### src/rtl/core/sha_pkg.sv
package sha_pkg;

  localparam int unsigned NumRounds = 64;

  typedef struct packed {
    logic       kind;
    logic [7:0] data_byte;
  } item_t;

  typedef enum logic [2:0] {
    BK_IDLE,
    BK_PAD,
    BK_ROUND,
    BK_ADD,
    BK_EMIT
  } bk_state_t;

  function automatic logic [31:0] round_k(input logic [5:0] idx);
    logic [31:0] k;
    begin
      unique case (idx)
        6'd0:  k = 32'h428a2f98; 6'd1:  k = 32'h71374491;
        6'd2:  k = 32'hb5c0fbcf; 6'd3:  k = 32'he9b5dba5;
        6'd4:  k = 32'h3956c25b; 6'd5:  k = 32'h59f111f1;
        6'd6:  k = 32'h923f82a4; 6'd7:  k = 32'hab1c5ed5;
        6'd8:  k = 32'hd807aa98; 6'd9:  k = 32'h12835b01;
        6'd10: k = 32'h243185be; 6'd11: k = 32'h550c7dc3;
        6'd12: k = 32'h72be5d74; 6'd13: k = 32'h80deb1fe;
        6'd14: k = 32'h9bdc06a7; 6'd15: k = 32'hc19bf174;
        6'd16: k = 32'he49b69c1; 6'd17: k = 32'hefbe4786;
        6'd18: k = 32'h0fc19dc6; 6'd19: k = 32'h240ca1cc;
        6'd20: k = 32'h2de92c6f; 6'd21: k = 32'h4a7484aa;
        6'd22: k = 32'h5cb0a9dc; 6'd23: k = 32'h76f988da;
        6'd24: k = 32'h983e5152; 6'd25: k = 32'ha831c66d;
        6'd26: k = 32'hb00327c8; 6'd27: k = 32'hbf597fc7;
        6'd28: k = 32'hc6e00bf3; 6'd29: k = 32'hd5a79147;
        6'd30: k = 32'h06ca6351; 6'd31: k = 32'h14292967;
        6'd32: k = 32'h27b70a85; 6'd33: k = 32'h2e1b2138;
        6'd34: k = 32'h4d2c6dfc; 6'd35: k = 32'h53380d13;
        6'd36: k = 32'h650a7354; 6'd37: k = 32'h766a0abb;
        6'd38: k = 32'h81c2c92e; 6'd39: k = 32'h92722c85;
        6'd40: k = 32'ha2bfe8a1; 6'd41: k = 32'ha81a664b;
        6'd42: k = 32'hc24b8b70; 6'd43: k = 32'hc76c51a3;
        6'd44: k = 32'hd192e819; 6'd45: k = 32'hd6990624;
        6'd46: k = 32'hf40e3585; 6'd47: k = 32'h106aa070;
        6'd48: k = 32'h19a4c116; 6'd49: k = 32'h1e376c08;
        6'd50: k = 32'h2748774c; 6'd51: k = 32'h34b0bcb5;
        6'd52: k = 32'h391c0cb3; 6'd53: k = 32'h4ed8aa4a;
        6'd54: k = 32'h5b9cca4f; 6'd55: k = 32'h682e6ff3;
        6'd56: k = 32'h748f82ee; 6'd57: k = 32'h78a5636f;
        6'd58: k = 32'h84c87814; 6'd59: k = 32'h8cc70208;
        6'd60: k = 32'h90befffa; 6'd61: k = 32'ha4506ceb;
        6'd62: k = 32'hbef9a3f7; default: k = 32'hc67178f2;
      endcase
      return k;
    end
  endfunction

  function automatic logic [31:0] init_h(input logic [2:0] idx);
    logic [31:0] h;
    begin
      unique case (idx)
        3'd0: h = 32'h6a09e667; 3'd1: h = 32'hbb67ae85;
        3'd2: h = 32'h3c6ef372; 3'd3: h = 32'ha54ff53a;
        3'd4: h = 32'h510e527f; 3'd5: h = 32'h9b05688c;
        3'd6: h = 32'h1f83d9ab; default: h = 32'h5be0cd19;
      endcase
      return h;
    end
  endfunction

  function automatic logic [31:0] ror(input logic [31:0] v, input int unsigned n);
    return (v >> n) | (v << (32 - n));
  endfunction

endpackage

### src/rtl/core/sha_front.sv
module sha_front (
  input  logic              clk,
  input  logic              rst_n,
  input  logic              push,
  output logic              full,
  input  logic              in_kind,
  input  logic [7:0]        in_data_byte,
  output logic              q_valid,
  output sha_pkg::item_t    q_item,
  input  logic              q_take
);

  sha_pkg::item_t  mem_r [2];
  logic            wp_r, rp_r;
  logic [1:0]      cnt_r;
  logic            do_push;

  assign full    = (cnt_r == 2'd2);
  assign do_push = push && !full;
  assign q_valid = (cnt_r != 2'd0);
  assign q_item  = mem_r[rp_r];

  always_ff @(posedge clk) begin
    if (do_push) begin
      mem_r[wp_r] <= '{kind: in_kind, data_byte: in_data_byte};
    end
  end

  always_ff @(posedge clk) begin
    if (!rst_n) begin
      wp_r  <= 1'b0;
      rp_r  <= 1'b0;
      cnt_r <= 2'd0;
    end else begin
      if (do_push) wp_r <= ~wp_r;
      if (q_take) rp_r <= ~rp_r;
      cnt_r <= cnt_r + {1'b0, do_push} - {1'b0, q_take};
    end
  end

`ifndef SYNTHESIS
  a_no_overflow: assert property (@(posedge clk) disable iff (!rst_n)
    full |-> !do_push) else $error("queue overflow");
  a_no_underflow: assert property (@(posedge clk) disable iff (!rst_n)
    q_take |-> q_valid) else $error("queue underflow");
  a_cnt_range: assert property (@(posedge clk) disable iff (!rst_n)
    cnt_r != 2'd3) else $error("count out of range");
`endif

endmodule

### src/rtl/core/sha_back.sv
module sha_back (
  input  logic              clk,
  input  logic              rst_n,
  input  logic              q_valid,
  input  sha_pkg::item_t    q_item,
  output logic              q_take,
  output logic              empty,
  input  logic              pop,
  output logic [31:0]       out_digest_word,
  output logic [2:0]        out_word_index,
  output logic              out_last_word
);

  sha_pkg::bk_state_t state_r, state_nxt;

  logic [5:0]  fill_r;
  logic [63:0] bits_r;
  logic [31:0] h_r [8];
  logic [31:0] v_r [8];
  logic [31:0] w_r [16];
  logic [5:0]  rnd_r;
  logic        fin_r;    // Current compression belongs to a finish.
  logic        second_r; // The length-only block is being built or compressed.
  logic        two_r;    // The finish needs a second, length-only block.
  logic        mark_r;   // The 0x80 pad byte is still to be placed.
  logic [63:0] total_r;
  logic [2:0]  oidx_r;

  logic [31:0] wt, s0, s1, wn, t1, t2, e, a;
  logic [7:0]  pad_byte, byte_in;
  logic        byte_shift;

  assign empty           = (state_r != sha_pkg::BK_EMIT);
  assign out_digest_word = h_r[oidx_r];
  assign out_word_index  = oidx_r;
  assign out_last_word   = (oidx_r == 3'd7);

  always_comb begin
    wt = w_r[0];
    s0 = sha_pkg::ror(w_r[1], 7) ^ sha_pkg::ror(w_r[1], 18) ^ (w_r[1] >> 3);
    s1 = sha_pkg::ror(w_r[14], 17) ^ sha_pkg::ror(w_r[14], 19) ^ (w_r[14] >> 10);
    wn = s1 + w_r[9] + s0 + w_r[0];
    e  = v_r[4];
    a  = v_r[0];
    t1 = v_r[7] + (sha_pkg::ror(e, 6) ^ sha_pkg::ror(e, 11) ^ sha_pkg::ror(e, 25))
       + ((e & v_r[5]) ^ (~e & v_r[6])) + sha_pkg::round_k(rnd_r) + wt;
    t2 = (sha_pkg::ror(a, 2) ^ sha_pkg::ror(a, 13) ^ sha_pkg::ror(a, 22))
       + ((a & v_r[1]) ^ (a & v_r[2]) ^ (v_r[1] & v_r[2]));
  end

  // Padding bytes in message order: 0x80 first, then zeros, and the big-endian
  // bit length in the last eight bytes of the block that carries it.
  always_comb begin
    if (mark_r) begin
      pad_byte = 8'h80;
    end else if (fill_r >= 6'd56 && (second_r || !two_r)) begin
      pad_byte = total_r[{~fill_r[2:0], 3'b000} +: 8];
    end else begin
      pad_byte = 8'h00;
    end
    byte_shift = (state_r == sha_pkg::BK_PAD) ||
                 (state_r == sha_pkg::BK_IDLE && q_valid && !q_item.kind);
    byte_in    = (state_r == sha_pkg::BK_PAD) ? pad_byte : q_item.data_byte;
  end

  always_comb begin
    state_nxt = state_r;
    q_take    = 1'b0;
    unique case (state_r)
      sha_pkg::BK_IDLE: begin
        if (q_valid) begin
          q_take = 1'b1;
          if (q_item.kind) state_nxt = sha_pkg::BK_PAD;
          else if (fill_r == 6'd63) state_nxt = sha_pkg::BK_ROUND;
        end
      end
      sha_pkg::BK_PAD:   if (fill_r == 6'd63) state_nxt = sha_pkg::BK_ROUND;
      sha_pkg::BK_ROUND: begin
        if (rnd_r == 6'(sha_pkg::NumRounds - 1)) state_nxt = sha_pkg::BK_ADD;
      end
      sha_pkg::BK_ADD: begin
        if (!fin_r) state_nxt = sha_pkg::BK_IDLE;
        else if (two_r && !second_r) state_nxt = sha_pkg::BK_PAD;
        else state_nxt = sha_pkg::BK_EMIT;
      end
      sha_pkg::BK_EMIT:  if (pop && oidx_r == 3'd7) state_nxt = sha_pkg::BK_IDLE;
      default:           state_nxt = sha_pkg::BK_IDLE;
    endcase
  end

  always_ff @(posedge clk) begin
    if (!rst_n) state_r <= sha_pkg::BK_IDLE;
    else state_r <= state_nxt;
  end

  // The schedule window doubles as the block buffer: bytes shift in at the low
  // byte of w_r[15], so after 64 bytes the first message word sits in w_r[0].
  always_ff @(posedge clk) begin
    if (byte_shift) begin
      for (int i = 0; i < 15; i++) w_r[i] <= {w_r[i][23:0], w_r[i+1][31:24]};
      w_r[15] <= {w_r[15][23:0], byte_in};
    end else if (state_r == sha_pkg::BK_ROUND) begin
      for (int i = 0; i < 15; i++) w_r[i] <= w_r[i+1];
      w_r[15] <= wn;
    end
  end

  always_ff @(posedge clk) begin
    if (state_r == sha_pkg::BK_ROUND) begin
      for (int i = 1; i < 8; i++) v_r[i] <= v_r[i-1];
      v_r[4] <= v_r[3] + t1;
      v_r[0] <= t1 + t2;
    end else begin
      for (int i = 0; i < 8; i++) v_r[i] <= h_r[i];
    end
    if (state_r == sha_pkg::BK_IDLE && q_valid && q_item.kind) begin
      total_r <= bits_r + {55'd0, fill_r, 3'd0};
    end
  end

  always_ff @(posedge clk) begin
    if (!rst_n) begin
      for (int i = 0; i < 8; i++) h_r[i] <= sha_pkg::init_h(3'(i));
      fill_r   <= '0;
      bits_r   <= '0;
      rnd_r    <= '0;
      fin_r    <= 1'b0;
      second_r <= 1'b0;
      two_r    <= 1'b0;
      mark_r   <= 1'b0;
      oidx_r   <= '0;
    end else begin
      unique case (state_r)
        sha_pkg::BK_IDLE: begin
          rnd_r <= '0;
          if (q_valid) begin
            if (q_item.kind) begin
              fin_r    <= 1'b1;
              second_r <= 1'b0;
              mark_r   <= 1'b1;
              two_r    <= (fill_r >= 6'd56);
            end else begin
              fin_r  <= 1'b0;
              fill_r <= fill_r + 6'd1;
              if (fill_r == 6'd63) bits_r <= bits_r + 64'd512;
            end
          end
        end
        sha_pkg::BK_PAD: begin
          rnd_r  <= '0;
          fill_r <= fill_r + 6'd1;
          mark_r <= 1'b0;
        end
        sha_pkg::BK_ROUND: rnd_r <= rnd_r + 6'd1;
        sha_pkg::BK_ADD: begin
          for (int i = 0; i < 8; i++) h_r[i] <= h_r[i] + v_r[i];
          if (fin_r && two_r && !second_r) second_r <= 1'b1;
        end
        sha_pkg::BK_EMIT: begin
          if (pop) begin
            oidx_r <= oidx_r + 3'd1;
            if (oidx_r == 3'd7) begin
              for (int i = 0; i < 8; i++) h_r[i] <= sha_pkg::init_h(3'(i));
              fill_r   <= '0;
              bits_r   <= '0;
              fin_r    <= 1'b0;
              second_r <= 1'b0;
              two_r    <= 1'b0;
            end
          end
        end
        default: ;
      endcase
    end
  end

`ifndef SYNTHESIS
  a_take_idle: assert property (@(posedge clk) disable iff (!rst_n)
    q_take |-> state_r == sha_pkg::BK_IDLE) else $error("take outside idle");
  a_round_end: assert property (@(posedge clk) disable iff (!rst_n)
    (state_r == sha_pkg::BK_ROUND && rnd_r == 6'd63) |=> state_r == sha_pkg::BK_ADD)
    else $error("round count slip");
  a_emit_start: assert property (@(posedge clk) disable iff (!rst_n)
    $rose(state_r == sha_pkg::BK_EMIT) |-> oidx_r == 3'd0) else $error("emit index");
  a_clear: assert property (@(posedge clk) disable iff (!rst_n)
    (state_r == sha_pkg::BK_EMIT && pop && oidx_r == 3'd7) |=> fill_r == 6'd0)
    else $error("no restart after digest");
`endif

endmodule

### src/rtl/core/sha256_stream_hasher.sv
// Channel | Ports                                          | Transfer when
// input   | in_kind, in_data_byte, push, full              | push && !full
// result  | out_digest_word, out_word_index, out_last_word | pop && !empty
//
// A data byte is taken from the queue while idle; the 64th byte of a block starts
// the round loop (one round per cycle) and the chaining add.
// A finish with f bytes held pads the block (one byte per cycle) and compresses it,
// then a second, length-only block when f is 56 or above, then eight result transfers.
// Reset (rst_n low at a clock edge) loads the initial hash and clears counts.
// A two-entry queue holds input while the back end compresses or waits on pop.
module sha256_stream_hasher (
  input  logic        clk,
  input  logic        rst_n,
  input  logic        push,
  output logic        full,
  input  logic        in_kind,
  input  logic [7:0]  in_data_byte,
  output logic        empty,
  input  logic        pop,
  output logic [31:0] out_digest_word,
  output logic [2:0]  out_word_index,
  output logic        out_last_word
);

  logic           q_valid, q_take;
  sha_pkg::item_t q_item;

  sha_front u_front (
    .clk, .rst_n, .push, .full, .in_kind, .in_data_byte,
    .q_valid, .q_item, .q_take
  );

  sha_back u_back (
    .clk, .rst_n, .q_valid, .q_item, .q_take, .empty, .pop,
    .out_digest_word, .out_word_index, .out_last_word
  );

endmodule

### config.mk
export PLATFORM = sky130hd
export DESIGN_NAME = sha256_stream_hasher
export DESIGN_NICKNAME = d
export VERILOG_FILES = /design/src/rtl/core/sha_pkg.sv /design/src/rtl/core/sha_front.sv /design/src/rtl/core/sha_back.sv /design/src/rtl/core/sha256_stream_hasher.sv
export SDC_FILE = /design/constraint.sdc
export NUM_CORES = 2
export LEC_CHECK = 0
export BUFFER_PORTS_ARGS = -buffer_cell sky130_fd_sc_hd__buf_4
export CAP_MARGIN = 40
export CORE_MARGIN = 3
export CORE_UTILIZATION = 40
export CTS_CLUSTER_SIZE = 24
export DETAILED_ROUTE_END_ITERATION = 8
export PLACE_DENSITY_LB_ADDON = 0.15
export SLEW_MARGIN = 20
export SYNTH_ARGS = -nofsm -noshare
export SYNTH_HDL_FRONTEND = slang
export SYNTH_SLANG_ARGS = --single-unit
### constraint.sdc
create_clock -name clk -period 27.1 [get_ports clk]
set_input_delay 5.42 -clock clk [delete_from_list [all_inputs] [get_ports clk]]
set_output_delay 5.42 -clock clk [all_outputs]
set_load 0.01 [all_outputs]
======== After elaboration in Yosys (flattened, before gate mapping) ========
Memories as Yosys holds them, arrays and structs flattened. A register that Yosys moved wholly into a read port is not among the register bits.
Index checks and enable logic that the tools add are counted.
storage, ports and cells
  bits in registers ....................... 154
  memory bits (writable) .................. 1042
  bits in read-only memories .............. 2048
  bits of input ports ..................... 13
  output and inout port bits .............. 38
  logic and storage cells ................. 310
  memories ................................ 5
memory list
  memory           words  width  rd ports  clocked after Yosys merged registers in  wr ports  line             RTL
  (no name shown)  64     32     1         1                                        0         sha_pkg.sv:21    unique case (idx)
  u_back.w_r       16     32     16        0                                        16        sha_back.sv:20   logic [31:0] w_r [16];
  u_back.h_r       8      32     9         1                                        8         sha_back.sv:18   logic [31:0] h_r [8];
  u_back.v_r       8      32     8         0                                        8         sha_back.sv:19   logic [31:0] v_r [8];
  u_front.mem_r    2      9      1         1                                        1         sha_front.sv:13  sha_pkg::item_t mem_r [2];
operators by class
  add/subtract/negate cells ............... 25
  order comparisons ....................... 1
  eq/ne operators ......................... 18
  shifts and indexed selects .............. 1
  mux-type cells .......................... 145
  bitwise gates (word level) .............. 71
  reductions and logical operators ........ 31
operators by type and width
  cell                    count
  $mux 32                 81
  $add 32x32->32          18
  $mux 64                 5
  $xor 32x32->32          9
  $and 32x32->32          5
  $pmux 64 s2             1
  $add 64x10->64 const B  1
  $add 64x9->64           1
  $shiftx 64x7->8         1
  $or 1x1->1              41
  $mux 6                  6
  $mux 1                  33
  $not 32->32             1
  $or 10x32->32           1
  $or 13x32->32           1
  $or 14x32->32           1
  $or 15x32->32           1
  $or 19x32->32           1
  $or 21x32->32           1
  $or 25x32->32           1
  $or 26x32->32           1
  $or 30x32->32           1
  $or 7x32->32            1
  $xor 32x22->32          1
  other kinds (35)        78

======== Longest topological paths before layout ========
An unclocked memory read counts as a cell.
  depth after elaboration ................. 11
  depth in mapped cells ................... 30
  gate-level depth less buffers ........... 29

======== Cells and area by module ========
From an unflattened synthesis, not the netlist that was laid out.
unflattened totals
  cell total of the unflattened synthesis .. 8259
  area total of the unflattened synthesis .. 75055.7 um^2
by module, submodules not included
  module     instances  cells each  area each (um^2)  sequential area each (um^2)
  sha_back   1          8206        74182.4           30979.7
  sha_front  1          53          873.3             640.6

======== Worst setup path before layout ========
No wires, ideal clock.
  kind .................................... register to register
  start point ............................. reg u_back.state_r[2]
  end point ............................... mem u_back.w_r[0][0] (enable)
  setup time .............................. 3632 ps
  arrival ................................. 10122 ps
  required time ........................... 23468 ps
  slack ................................... 13345 ps
  stages on the path, launching flop included .. 8
  buffers on the path ..................... 5
  period minus slack after synthesis ...... 13755 ps
  cell sequence ........................... dfxtp_1 -> clkbuf_1 -> clkbuf_1 -> or3_1 -> clkbuf_1 -> clkbuf_1 -> clkbuf_1 -> nand2_1
RTL lines
  element                 line            RTL
  from (decl)             sha_back.sv:14  sha_pkg::bk_state_t state_r, state_nxt;
  from (signal assigned)  sha_back.sv:92  if (!rst_n) state_r <= sha_pkg::BK_IDLE;
  from (signal assigned)  sha_back.sv:93  else state_r <= state_nxt;
  to (decl)               sha_back.sv:20

==> results.txt <==
Seq cells post-synth: 1220
GR Util All Layers: 24.9%
Final Core Density: 44.4%
CP Launch Type: flop
TritonCTS buffer count: 147
P_int: 6.79 mW
Seq pwr share: 26.6%
count of cell types in the netlist: 91
Root Buffer: clkbuf_16
Clock Power Share: 16.5%
run status: complete, no violations
worst slew pin tran: 1.05 ns
fin nets: 8833
number of global-route vias before repair: 57200
RSZ-0062 raised after global routing: no
LEAKAGE: 35.1 nW
CTS tree: done
die area: 195000 sq um
most common cell after layout, fill and taps aside: nand2_1
hpwl dp: 179000 microns
Max Clock Freq: 110 MHz
initial antenna violation count: 4
hold_buf cts: 0
placed instance area: 78500 sq um
combinational share of power: 56.9%
Final setup viols: 0
worst path cell trace: buf_4 -> mux4_2 -> mux2_2 -> buf_4
Initial Utilization: 40.3%
DRT Wirelength: 245000 microns
final cell count without fillers: 10900
Crit path largest cell delay: 0.85 ns
via count: 59400
Pre-antenna DRT Iters: 7
EDFF count, synth: 719
via/cell ratio: 5.47
crit-path most repeated cell: buf_4
drt wl/cell: 22.6 microns
commonest cells after routing, fill and taps aside: nand2_1 (2443), edfxtp_1 (719), dfxtp_1 (498)
DRC Markers: 0
placed insts: 10600
sw frac: 44.8%
Max Root-Sink Buffers: 3
Psw: 5.52 mW
syn nets: 9055
P&R area growth vs syn: 10.1%
top_reg_cell synth: edfxtp_1
H-tree depth reported by CTS: 4
P per Cell Area: 147 nW/um^2
placer's final routability congestion estimate: 0.929
clock latency on the worst-skew pair: 0.81 ns
Die Span Y: 442 microns
die span in x: 442 microns
post-CTS setup buffers: 0
grt total ovfl: 0
Post-Route Setup TNS: 0 ns
First DRT Iteration DRCs: 5058
YS warnings: 0
Sink Count: 1220
layout cell share with drive strength beyond 1: 6.67%
final hold vios: 0
crit path max fanout: 34
Post-Syn Area: 75900 sq um
clk slew on worst S/H paths: 0.06 ns
critical path class: reg2out
post-cts sizing count: 0
sequential share of the synthesized area: 41.7%
clock skew: 0.0275 ns
DRT antenna net count: 0
Arrival @ worst endpoint: 3.64 ns
Max-slew headroom: 30.3%
Req. time, crit path: 21.68 ns
Pins Over Slew Limit: 0
Max-Cap Viols: 0
worst hold path type: reg2reg
period utilisation layout: 33.4%
largest net degree at the start of global routing: 225
VDD IR max: 255 uV
CORE AREA: 188000 sq um
Rows: 159
minimum clock period: 9.06 ns
Design Area, Final: 83600 sq um
Avg Inst Size Synth: 8.98 sq um
Hold WS: 0.452 ns
cell count after synthesis: 8451
Port Buf Inserts: 50
asr flop ratio synth: 0%
Slowest-stage cell, CP: dfxtp_4
first-pass GRT wire length: 368000 microns
CP endpoint kind: output pin
IO Pins: 51
worst paths after layout:
check	start	to	slack, ns	depth (start not counted)
max	flop	out_digest_word[5]	18.04	4
min	u_back.bits_r[63]	u_back.total_r[63]	0.45	0
max reg2reg	u_back.v_r[0][154]	u_back.v_r[0][28]	18.76	27
min reg2reg	u_back.bits_r[63]	u_back.total_r[63]	0.45	0
metal layers:
metal | wire [microns] | global-route usage [%]
met5 | 13 | 0
met1 | 113000 | 35.0
met3 | 14200 | 4.25
met2 | 110000 | 38.7
met4 | 8420 | 8.37
Yosys cell counts (all sizes together) (64+ instances only):
master	instances	area share, %
inv	386	1.9
nor2	374	1.9
o21a	64	0.63
nand2	2448	12
mux4	77	2.3
o21ai	402	2.7
dfxtp	501	13
fa	195	5.1
a21oi	409	2.7
clkbuf	467	2.3
nor3	114	0.75
ha	396	6.5
xnor2	406	4.7
a21o	189	1.9
xor2	180	2.1
and3	65	0.55
nand3	128	0.84
edfxtp	719	28
cell families after synthesis:
group	after synthesis	share of synthesized area, %
adders and majority gates	614	12.0
muxes	179	3.70
xor gates and xnor gates	588	6.82
buffers and inverters	901	4.47
AOI/OAI and AO/OA	1529	12.7
and+or+nand+nor	3420	18.6
DFF	1220	41.7
flip-flops by register name, indices dropped and copies added, names as in the netlist, named ones only:
register,cells
u_back.state_r,3
u_back.w_r,512
u_back.two_r,1
u_back.v_r,256
u_back.h_r,256
u_back.bits_r,55
u_back.fin_r,1
u_front.wp_r,1
u_front.mem_r,18
u_front.cnt_r,2
u_back.second_r,1
u_back.mark_r,1
u_front.rp_r,1
u_back.fill_r,6
u_back.out_word_index,3
u_back.total_r,61
u_back.rnd_r,6
worst max-delay path, delay by kind of cell (launching register included):
family / cells / cell delay (ns)
DFF: 1 / 0.85
muxes: 2 / 1.06
buffers and inverters: 2 / 0.90
power by group through the flow:
stage | Sequential, mW | Combinational, mW | Clock [mW]
2_1_floorplan | 3.28 | 5.11 | 0
3_3_place_gp | 3.32 | 6.78 | 0
3_5_place_dp | 3.31 | 6.89 | 0
4_1_cts | 3.28 | 6.96 | 2.08
5_1_grt | 3.32 | 7.77 | 2.15
6_report | 3.27 | 7.00 | 2.03
per-stage QoR:
stage	setup slack (ns)	power (mW)
after global placement	18.06	10.1
after floorplan	13.35	8.39
final	18.04	12.3
after CTS	17.87	12.3
after global routing	17.81	13.2
after detailed placement	18.13	10.2
cell type report:
| class | count | area (sq um) |
|---|---|---|
| antenna | 5 | 12.5 |
| clock buffer | 205 | 4130 |
| clock inverter | 66 | 748 |
| fill | 18400 | 105000 |
| inverter | 387 | 1460 |
| multi-input combinational | 6330 | 41000 |
| sequential | 1220 | 31600 |
| tap | 2495 | 3120 |
| timing repair buffer | 143 | 1500 |
Power figures use the tool's default switching activity.
